## src/hdl/skt_pkg.sv

```systemverilog
// Shared types, widths and codes for the sorted key table.
package skt_pkg;

  localparam int DEPTH = 64;
  localparam int IDX_W = $clog2(DEPTH);
  localparam int CNT_W = 7;
  localparam int KEY_W = 16;
  localparam int VAL_W = 32;
  localparam int ACT_W = 3;

  typedef logic [IDX_W-1:0] idx_t;
  typedef logic [CNT_W-1:0] cnt_t;
  typedef logic [KEY_W-1:0] key_t;
  typedef logic [VAL_W-1:0] val_t;
  typedef logic [ACT_W-1:0] act_t;

  localparam act_t ACT_INSERT  = 3'd0;
  localparam act_t ACT_DEL_KEY = 3'd1;
  localparam act_t ACT_SEARCH  = 3'd2;
  localparam act_t ACT_DEL_POS = 3'd3;
  localparam act_t ACT_CLEAR   = 3'd4;

  typedef enum logic [1:0] {
    CELL_HOLD,
    CELL_INSERT,
    CELL_DEL_KEY,
    CELL_DEL_POS
  } cell_mode_t;

  // Command broadcast to every cell of the chain.
  typedef struct packed {
    cell_mode_t mode;
    cnt_t       position;
  } cell_cmd_t;

  typedef enum logic [1:0] {
    ST_IDLE = 2'b01,
    ST_EXEC = 2'b10
  } state_t;

endpackage

```

## src/hdl/skt_cell.sv

```systemverilog
// One table slot: holds a key and value, compares and shifts with its neighbors.
module skt_cell (
  input  logic              clk,
  input  skt_pkg::idx_t     cell_idx,
  input  skt_pkg::cnt_t     count,
  input  logic              cmp_en,
  input  skt_pkg::key_t     cmp_key,
  input  logic              prev_lt,
  input  skt_pkg::cell_cmd_t cmd,
  input  skt_pkg::key_t     new_key,
  input  skt_pkg::val_t     new_value,
  input  skt_pkg::key_t     left_key,
  input  skt_pkg::val_t     left_value,
  input  skt_pkg::key_t     right_key,
  input  skt_pkg::val_t     right_value,
  output skt_pkg::key_t     cell_key,
  output skt_pkg::val_t     cell_value,
  output logic              lt,
  output logic              eq
);
  import skt_pkg::*;

  key_t key_r, key_nxt;
  val_t value_r, value_nxt;
  logic lt_r, eq_r;
  logic occupied;
  logic at_or_after;

  assign occupied    = CNT_W'(cell_idx) < count;
  assign at_or_after = (CNT_W'(cell_idx) + CNT_W'(1)) >= cmd.position;

  always_comb begin
    key_nxt   = key_r;
    value_nxt = value_r;
    case (cmd.mode)
      CELL_INSERT: begin
        if (!lt_r) begin
          if (prev_lt) begin
            key_nxt   = new_key;
            value_nxt = new_value;
          end else begin
            key_nxt   = left_key;
            value_nxt = left_value;
          end
        end
      end
      CELL_DEL_KEY: begin
        if (!lt_r) begin
          key_nxt   = right_key;
          value_nxt = right_value;
        end
      end
      CELL_DEL_POS: begin
        if (at_or_after) begin
          key_nxt   = right_key;
          value_nxt = right_value;
        end
      end
      default: begin
      end
    endcase
  end

  always_ff @(posedge clk) begin
    key_r   <= key_nxt;
    value_r <= value_nxt;
    if (cmp_en) begin
      lt_r <= occupied && (key_r < cmp_key);
      eq_r <= occupied && (key_r == cmp_key);
    end
  end

  assign cell_key   = key_r;
  assign cell_value = value_r;
  assign lt         = lt_r;
  assign eq         = eq_r;

endmodule

```

## config.mk

```make
export PLATFORM = sky130hd
export DESIGN_NAME = skt_cell
export DESIGN_NICKNAME = d
export VERILOG_FILES = /design/src/hdl/skt_pkg.sv /design/src/hdl/skt_cell.sv
export SDC_FILE = /design/constraint.sdc
export NUM_CORES = 1
export LEC_CHECK = 0
export BUFFER_PORTS_ARGS = -buffer_cell sky130_fd_sc_hd__buf_2
export CAP_MARGIN = 20
export CORE_AREA = 2 2 92 94
export DETAILED_ROUTE_END_ITERATION = 8
export DIE_AREA = 0 0 94 96
export HOLD_SLACK_MARGIN = 0.06
export MAX_ROUTING_LAYER = met4
export PLACE_DENSITY = 0.78
export SYNTH_ARGS = -nofsm -noshare
export SYNTH_HDL_FRONTEND = slang
export SYNTH_SLANG_ARGS = --single-unit
```

## constraint.sdc

```tcl
create_clock -name clk -period 4.75 [get_ports clk]
set_input_delay 0 -clock clk [delete_from_list [all_inputs] [get_ports clk]]
set_output_delay 0 -clock clk [all_outputs]
set_load 0.02 [all_outputs]
```

==> results of run 1 <==
-- sequential cells by signal (all words and copies together), names as in the netlist --
signal,flops
cell_key,16
eq,1
cell_value,32
lt,1
-- stage by stage --
step | worst slack, ns | utilization | power, uW | hold slack [ns]
finish | 2.58 | 0.658 | 1310 | 0.0651
global route | 2.42 | 0.658 | 1390 | 0.0701
CTS | 2.51 | 0.655 | 1320 | 0.0603
detailed placement | 2.19 | 0.567 | 982 | 0.229
global placement | 2.30 | 0.567 | 967 | 0.225
floorplan | 2.18 | - | 814 | 0.112
-- layer usage --
| metal | share of wire | vias to the layer above | wire (um) | GRT usage |
|---|---|---|---|---|
| met5 | 0 | - | 0 | - |
| met4 | 0.030 | 0 | 320 | 0.0833 |
| met3 | 0.058 | 25 | 629 | 0.0415 |
| met2 | 0.54 | 148 | 5810 | 0.431 |
| met1 | 0.38 | 1611 | 4080 | 0.248 |
| li1 | - | 1751 | - | - |
-- cells by family (layout without fill, tap and decap cells) --
group / after synthesis / after routing / share of synthesized area
AO/OA/AOI/OAI: 71 / 71 / 0.113
flip-flops: 50 / 50 / 0.450
multiplexers: 48 / 48 / 0.144
buffers and inverters: 48 / 336 / 0.0619
adder cells (fa/ha/maj): 32 / 32 / 0.120
XOR/XNOR: 4 / 4 / 0.0105
AND/OR/NAND/NOR: 76 / 76 / 0.0995
other: 0 / 1 / 0
-- power breakdown --
part	internal [uW]	switching [uW]	leakage, uW
logic	204	242	0.00219
clock network	152	136	0.0000517
registers	561	20.6	0.000487
total	917	398	0.00273
-- Yosys cell counts, drive strengths merged --
master | count | share of area
nand4 | 6 | 0.011
o21ai | 53 | 0.080
nand3 | 5 | 0.0075
mux2i | 48 | 0.14
or2 | 1 | 0.0019
buf | 10 | 0.019
xor2 | 2 | 0.0053
nor2 | 2 | 0.0023
a21o | 5 | 0.011
nand3b | 1 | 0.0023
nand2 | 53 | 0.060
nand2b | 3 | 0.0056
a211oi | 1 | 0.0023
nor3 | 1 | 0.0015
and3 | 4 | 0.0075
edfxtp | 50 | 0.45
a2111oi | 1 | 0.0026
ha | 32 | 0.12
clkbuf | 7 | 0.0079
xnor2 | 2 | 0.0053
a21oi | 11 | 0.018
inv | 31 | 0.035
-- worst max-delay path: cells and delay by family --
kind | cells | cell delay, ns
adders and majority gates | 1 | 0.15
AOI/OAI and AO/OA | 1 | 0.18
buffers and inverters | 4 | 1.28
and+or+nand+nor | 1 | 0.58
-- final cells by class --
| cell class | instances | area, sq um | area share |
|---|---|---|---|
| timing repair buffer | 298 | 1820 | 0.343 |
| multi-input combinational | 231 | 1630 | 0.307 |
| sequential | 50 | 1500 | 0.283 |
| tap | 105 | 131 | 0.0248 |
| inverter | 31 | 116 | 0.0220 |
| clock buffer | 5 | 68.8 | 0.0130 |
| clock inverter | 2 | 33.8 | 0.00638 |
| antenna | 1 | 2.50 | 0.000472 |
-- repair_timing --
| action | in CTS | in global routing |
|---|---|---|
| gates resized for setup | 0 | 0 |
| setup endpoints to repair | 0 | 0 |
| hold buffers | 61 | 0 |
| hold endpoints to repair | 50 | 0 |
-- path summary, 6_finish.rpt --
kind                   from             end  slack [ns]  cells past startpoint
min          left_value[27]  cell_value[27]        0.07                      3
min reg2reg     cell_key[2]              eq        0.90                      4
max                  cmd[7]   cell_value[7]        2.58                      7
max reg2reg    cell_key[10]              lt        2.82                      6
==> metrics.cfg, run 1 <==
[finish]
fillerInstances=631
layout_commonest_cell=buf_2
design_area_sq_um=5300
area_growth_pct=58.9
num-nets-final=834
final_cell_mix=234 x buf_2, 61 x dlygate4sd3_1, 53 x nand2_1
drive_gt1_frac=0.399
layout.cells.non_filler=723

[critical_path]
worst_setup_path_start_kind=input port
critPathCaptureType=register
slowest_stage=dlygate4sd3_1
crit_fanout=50
slowest_delay_ns=0.59
arrival_ns=2.23
worstPathRequired_ns=4.81
crit_path_cell_trace=buf_2 -> inv_1 -> ha_1 -> or2_2 -> buf_4 -> o21ai_0 -> dlygate4sd3_1
crit_type=input port to register

[routing]
drtAntennaViolNets=0
dr.pass1.iters=4
wire_per_inst_um=15.0
via_per_inst=4.89
drc_errors=0
drt-total-wl_um=10800
dr_total_vias=3535
drtIter0Drc=136

[timing]
finalCritPeriodShare=0.457
maxSlewViolCount=0
rsz0062_at_grt=false
hold_viol=0
worst_slew_pin_slew_ns=0.803
slew_headroom=0.465
min_period_ns=2.17
clock_skew_ns=0.00664
fmax_ghz=0.461
setup_viol=0
fin_setup_tns_ns=0

[clock_network]
cts_tree=yes
cts-root-buf=clkbuf_8
insertion_delay_ns=0.30
clk_pin_slew_ns=0.09
clkSinkCount=50
cts_setup_buffers=0
clockBufferDepth=2
cts_max_level=2
cts_made_buffers=5

[floorplan]
die_y_um=96
io_pins=235
core_area_sq_um=8050
fp-row-count=33
initial_core_util=0.414
die_area_sq_um=9020
dieWidth_um=94

[status]
outcome=finished, final reports clean

[grt]
grt_pass1_wl_um=15900
first_global_vias=3603
grt_overflow=0
grt_usage=0.232
grt_max_degree=51
antenna_found_initial=1

[power]
p_leak_uw=0.00273
power.density_nw_per_um2=248
peakVddDrop_mv=0.153

[synth]
postSynthCellCount=329
ys_ff_latch=50
synth_area_per_cell_sq_um=10.1
synth_cell_type_count=26
syn-num-nets=546
yosysWarnings=0
syn_area_sq_um=3330
ys_seq_area_frac=0.450

[placement]
post-place-cells=653
hpwl_um=7680
gp_congestion=0.749
io_buffers=234
place_area_sq_um=4560

[job]
drv_cap=0

[hold_path]
min_path_type=input port to register

(Power assumes the default switching activity.)
==> inputs of run 2 (changes only) <==
Settings changed: ABC_AREA set to 1, CORE_AREA 2 2 92 94 to unset, CORE_UTILIZATION set to 42, DIE_AREA 0 0 94 96 to unset.
Clock period 4.75 ns to 2.05 ns, I/O delays scaled along.
==> run 2 against run 1 <==
  * Critical path depth rose by 4
  * Sequential power rose by 130%
  * Setup slack got worse by 2.2 ns
  * Register-to-register slack got worse by 2.2 ns
==> metrics.cfg, run 2 <==
[clock_network]
insertion_delay_ns=0.29  ; about the same
cts_max_level=2  ; unchanged
clkSinkCount=50  ; unchanged
clk_pin_slew_ns=0.09  ; about the same
cts_made_buffers=5  ; unchanged
cts-root-buf=clkbuf_8
clockBufferDepth=2  ; unchanged
cts_tree=yes
cts_setup_buffers=0  ; unchanged
cts_resized=0  ; unchanged

[timing]
worst_slew_pin_slew_ns=0.812  ; +0.00967 ns
min_period_ns=1.66
rsz0062_at_grt=false
hold_viol=0  ; unchanged
finalCritPeriodShare=0.811
setup_slack_ns=0.387  ; -2.19 ns
slew_headroom=0.458  ; -0.00724
fin_hold_ws_ns=0.0661  ; +0.000999 ns
maxSlewViolCount=0  ; unchanged
clock_skew_ns=0.00766  ; +0.00102 ns
fmax_ghz=0.601
setup_viol=0  ; unchanged
fin_setup_tns_ns=0  ; unchanged

[placement]
dp_slack_ns=0.0841  ; -2.11 ns
gp_congestion=0.891  ; +19%
io_buffers=234  ; unchanged
hpwl_um=8170  ; +6.4%
post-place-cells=740  ; +13%

[critical_path]
crit_type=input port to register
r2r_end=lt
worstPathRequired_ns=2.05  ; -2.76 ns
startpoint=cell_idx[0]
slowest_stage=ha_1
crit_top_cell=nand2_1
r2r_start=cell_key[15]
rrSetupSlack_ns=0.58  ; -2.24 ns
crit_fanout=29  ; -42%
crit_path_cell_trace=buf_2 -> ha_4 -> nand3_2 -> xor2_1 -> inv_1 -> ha_1 -> nand2_1 -> nor2_1 -> nand2_1 -> a31oi_4 -> buf_12
arrival_ns=1.66  ; -0.57 ns
rr_worst_depth=6  ; unchanged
slowest_delay_ns=0.29  ; -0.30 ns
cp.buffers_inverters=3  ; -1
worst_setup_path_start_kind=input port
critical-path-top-delay-family=adder cells
cp-endpoint=cell_value[3]
critPathCaptureType=register
path_depth=11  ; +4

[synth]
yosys.cell_count.top_type=nand2_1
synthTopCellsByArea=edfxtp_1 44%, nand2_1 14%, ha_1 12%
synth_top_area_cell=edfxtp_1
synth_cell_type_count=21  ; -19%
synth_area_per_cell_sq_um=8.20  ; -19%
async_flop_share=0  ; unchanged
postSynthCellCount=418  ; +27%
synthFlopType=edfxtp_1
synth.top_cell.area_share=0.438  ; -0.0123
synth_common_cells=131 x nand2_1, 58 x nor2_1, 50 x edfxtp_1, 49 x a31oi_1, 48 x inv_1
yosysWarnings=0  ; unchanged
syn_area_sq_um=3430  ; +2.8%
syn-num-nets=635  ; +16%
synth_edf_count=50  ; unchanged
ys_seq_area_frac=0.438  ; -0.0123
ys_ff_latch=50  ; unchanged

[finish]
fillerInstances=714  ; +13%
layout_commonest_cell=buf_2
num-nets-final=879  ; +5.4%
final_cell_mix=234 x buf_2, 131 x nand2_1, 58 x nor2_1
layout.cells.non_filler=764  ; +5.7%
largest_reg_flops=32  ; unchanged
antenna_cells=0  ; -1
area_growth_pct=44.0
drive_gt1_frac=0.379  ; -0.0195

[routing]
dr.pass1.iters=4  ; unchanged
dr_total_vias=3824  ; +8.2%
via_per_inst=5.01  ; +2.4%
drtIter0Drc=106  ; -22%
wire_per_inst_um=13.7  ; -8.4%
drtAntennaViolNets=0  ; unchanged
drt-total-wl_um=10500  ; -3.2%
drc_errors=0  ; unchanged

[grt]
grt_pass1_wl_um=16500  ; +3.8%
grt_usage=0.253  ; +0.0209
grt_max_degree=51  ; unchanged
first_global_vias=3751  ; +4.1%
antenna_found_initial=0  ; -1
grt_overflow=0  ; unchanged

[power]
power.clock.fraction=0.187  ; -0.032
p_sw_frac=0.325  ; +0.0226
p_int_uw=1940  ; +110%
peakVddDrop_mv=0.292  ; +90%
power.density_nw_per_um2=583  ; +130%
power_switching_uw=935  ; +130%
p_leak_uw=0.00257  ; -5.7%
p_total_uw=2880  ; +120%
p_comb_frac=0.347  ; +0.008
seqPwrFrac=0.466  ; +0.024

[floorplan]
core_area_sq_um=7810  ; -3.0%
die_area_sq_um=8520  ; -5.5%
io_pins=235  ; unchanged
initial_core_util=0.439  ; +0.0250
die_y_um=92.3  ; -3.8%
fp-row-count=32  ; -3.0%
dieWidth_um=92.3  ; -1.8%

[status]
outcome=finished, final reports clean

[hold_path]
min_path_type=input port to register

[job]
drv_cap=0  ; unchanged

## run 2: cell types whose count changed after synthesis, sizes merged, moves of 5 or more
cell   change
o21ai     -50
nand2     +78
mux2i     -48
nor2      +57
buf        +6
inv       +18
nand4      -5
a31oi     +49
## run 2: metrics by stage
stage / area, sq um / utilization
2_1_floorplan: 3460 / -
3_3_place_gp: 4680 / 0.600
3_5_place_dp: 4680 / 0.600
4_1_cts: 4930 / 0.632
5_1_grt: 4930 / 0.632
6_report: 4930 / 0.632
## run 2: power groups by stage
stage,Sequential (uW),Combinational [uW],Clock [uW]
floorplan,1520,401,0
global placement,1360,939,0
detailed placement,1360,972,0
CTS,1340,1000,569
global route,1350,1100,591
finish,1340,996,538
## run 2: layout make-up
type                    count  area, sq um  area share
clock buffers               6         72.6      0.0147
clock inverters             1         7.51     0.00152
inverters                  49          184      0.0373
multi-input cells         299         1630       0.330
flip-flops and latches     50         1500       0.304
well taps                 102          128      0.0259
repair buffers            257         1410       0.286
## run 2: metal layers
layer,GRT usage,wire (um)
met4,0.0990,302
met5,-,0
met2,0.454,5420
met3,0.0386,642
met1,0.281,4130
## run 2: timing repair
item,CTS,global route
hold buffers,17,0
setup endpoints to repair,0,0
endpoints found under the hold margin,18,0
## run 2: cell families (layout without fill, tap and decap cells)
family / count (synthesis) / count (layout) / share of synthesized area
DFF: 50 / 50 / 0.438
AOI/OAI and AO/OA: 62 / 62 / 0.110
adders and majority gates: 32 / 32 / 0.117
buffers and inverters: 69 / 313 / 0.0960
and+or+nand+nor: 201 / 201 / 0.229
xor gates and xnor gates: 4 / 4 / 0.0102
## run 2: worst min path at each step
| stage | start | endpoint | slack, ns | cells past startpoint |
|---|---|---|---|---|
| global placement | cmp_en | eq | 0.25 | 1 |
| CTS | right_value[1] | cell_value[1] | 0.06 | 3 |
| detailed placement | cmp_en | lt | 0.25 | 1 |
| global route | right_value[4] | cell_value[4] | 0.07 | 3 |
| finish | right_value[1] | cell_value[1] | 0.07 | 3 |
| floorplan | cmp_en | eq | 0.11 | 0 |
## run 2: worst register-to-register path: cells and delay by family, from the launching register on
family,cells,cell delay [ns]
adder cells (fa/ha/maj),1,0.31
buffers and inverters,1,0.04
flip-flops,1,0.40
AND/OR/NAND/NOR,4,0.48
==> inputs of run 3 (changes only) <==
Settings changed: CORE_UTILIZATION 42 to 38, PLACE_DENSITY 0.78 to 0.74.
Clock period 2.05 ns to 1.5 ns, I/O delays scaled along.
==> run 3 against run 2 <==
  * The run now ends with setup timing left
  * Global-route usage shrank 3.1 points
  * Hold slack gained 0.0013 ns
  * Die area grew 10%
  * Non-clock buffer count grew 22
  * Cell count grew 3.8%
  * Flip-flop and latch count is the same
  * Critical path depth is the same
  * Setup slack lost 0.50 ns
  * Wire length grew 5.4%
  * Combinational power grew 60%
  * Clock power grew 72%
  * Power grew 51%
  * Critical endpoint is now cell_key[13]
  * Highest routed layer unchanged
==> metrics.cfg, run 3 (synthesis results as in run 2) <==
[status]
outcome=finished with violations
violations=setup timing

[routing]
drtAntennaViolNets=0  ; unchanged
drtIter0Drc=160  ; +51%
drt-total-wl_um=11100  ; +5.4%
wl_met2_um=5700  ; +5.2%
drt-met1-wl_um=4300  ; +4.2%
dr_total_vias=3871  ; +1.2%
met3_wirelength_um=821  ; +28%
wire_per_inst_um=13.9  ; +1.5%
top_layer_used=met4
drc_errors=0  ; unchanged
via_per_inst=4.88  ; -2.5%
dr.pass1.iters=7  ; +3

[grt]
antenna_found_initial=0  ; unchanged
grt_usage=0.222  ; -0.0305
grt_max_degree=57  ; +12%
grt_pass1_wl_um=16400  ; -0.55%
first_global_vias=3722  ; -0.77%
grt_overflow=0  ; unchanged

[critical_path]
r2r_start=cell_key[10]
slowest_delay_ns=0.32  ; +0.03 ns
rrSetupSlack_ns=-0.01  ; -0.59 ns
arrival_ns=1.62  ; -0.04 ns
worst_setup_path_start_kind=input port
critPathCaptureType=register
path_depth=11  ; unchanged
crit_type=input port to register
crit_fanout=7  ; -76%
cp.buffers_inverters=4  ; +1
worstPathRequired_ns=1.51  ; -0.54 ns
r2r_end=lt
slowest_stage=ha_1
crit_path_cell_trace=buf_4 -> nand3_2 -> nand3b_1 -> xor2_1 -> ha_1 -> nand2_2 -> inv_2 -> nand3_2 -> a31oi_4 -> buf_12 -> clkbuf_16
crit_top_cell=nand3_2
critical-path-top-delay-family=buffers and inverters
rr_worst_depth=8  ; +2

[finish]
drive_gt1_frac=0.415  ; +0.0354
design_area_sq_um=5380  ; +9.1%
antenna_cells=0  ; unchanged
largest_reg_flops=32  ; unchanged
layout_commonest_cell=buf_2
final_cell_mix=231 x buf_2, 127 x nand2_1, 57 x nor2_1
area_growth_pct=57.1
num-nets-final=901  ; +2.5%

[timing]
fmax_ghz=0.621
min_period_ns=1.61
worst_slew_pin_slew_ns=0.347  ; -0.466 ns
finalCritPeriodShare=1.07
rsz0062_at_grt=true
clock_skew_ns=0.00815  ; +0.000494 ns
setup_slack_ns=-0.109  ; -0.496 ns
maxSlewViolCount=0  ; unchanged
hold_viol=0  ; unchanged
setup_viol=49  ; +49
slew_headroom=0.766  ; +0.309

[clock_network]
insertion_delay_ns=0.30  ; about the same
clkSinkCount=50  ; unchanged
clk_pin_slew_ns=0.09  ; about the same
cts-root-buf=clkbuf_8
cts_max_level=2  ; unchanged
cts_tree=yes
clockBufferDepth=2  ; unchanged
cts_made_buffers=5  ; unchanged

[hold_path]
min-delay-start=right_value[23]
hold-path-cell-count=3  ; unchanged
holdPathEnd=cell_value[23]
min_path_type=input port to register

[job]
drv_cap=0  ; unchanged

[placement]
hpwl_um=8230  ; +0.83%
io_buffers=234  ; unchanged
gp_congestion=0.897  ; +0.71%
dp_slack_ns=-0.453  ; -0.537 ns
place_area_sq_um=4780  ; +2.1%

[power]
p_total_uw=4350  ; +51%
power.density_nw_per_um2=808  ; +39%
peakVddDrop_mv=0.488  ; +67%
p_leak_uw=0.00276  ; +7.3%

[floorplan]
initial_core_util=0.393  ; -0.0460
dieWidth_um=97.0  ; +5.0%
io_pins=235  ; unchanged
fp-row-count=34  ; +6.3%
die_y_um=97.0  ; +5.0%
die_area_sq_um=9400  ; +10%
core_area_sq_um=8720  ; +12%

==> run 3: changes by cell type in the layout (fill, tap and decap cells not counted), sizes merged <==
cell and change:
dlygate4sd3 +5, buf +13, bufinv +1, clkbuf +5, clkinvlp -1
==> run 3: worst register-to-register path, delay by kind of cell (launching register included) <==
family,cells,cell delay (ns)
DFF,1,0.45
and+or+nand+nor,5,0.44
adders and majority gates,1,0.31
buffers and inverters,2,0.08
==> run 3: metrics by stage <==
stage	instances	hold WS [ns]	TNS (ns)	util
floorplan	418	0.112	-34.09	-
global placement	754	0.226	-19.71	0.548
detailed placement	754	0.228	-20.91	0.548
CTS	781	0.0609	-3.77	0.584
global route	793	0.0611	-8.15	0.617
finish	793	0.0674	-4.26	0.617
==> run 3: how the worst max path moves through the flow <==
stage	end	from	slack (ns)
3_3_place_gp	cell_value[22]	cell_idx[0]	-0.43
6_report	cell_key[13]	cell_idx[2]	-0.11
3_5_place_dp	cell_value[2]	cell_idx[0]	-0.45
2_1_floorplan	cell_key[0]	cell_idx[0]	-0.71
4_1_cts	cell_key[15]	cell_idx[0]	-0.10
5_1_grt	cell_value[4]	cell_idx[2]	-0.18
==> run 3: what timing repair did <==
item | in CTS | in global routing
setup buffers | 0 | 4
gates cloned | 0 | 5
hold buffers | 19 | 3
endpoints found under the hold margin | 18 | 3
pin swaps | 0 | 12
setup endpoints to repair | 48 | 52
gates resized for setup | 5 | 22
==> run 3: layer usage <==
metal	GRT usage	up-vias
met1	0.244	1725
met3	0.0419	20
li1	-	1925
met2	0.404	201
met5	-	-
met4	0.0712	0
==> run 3: cell type report <==
type | count | area, sq um
clock inverters | 1 | 30.0
clock buffers | 7 | 76.3
fillers | 762 | 3340
repair buffers | 279 | 1730
flip-flops and latches | 50 | 1500
well taps | 108 | 135
multi-input cells | 299 | 1730
inverters | 49 | 184
==> run 3: power by group <==
part	internal, uW	total [uW]	switching, uW
combinational	723	1590	868
clock	500	927	427
sequential	1770	1830	63.3
total	2990	4350	1360
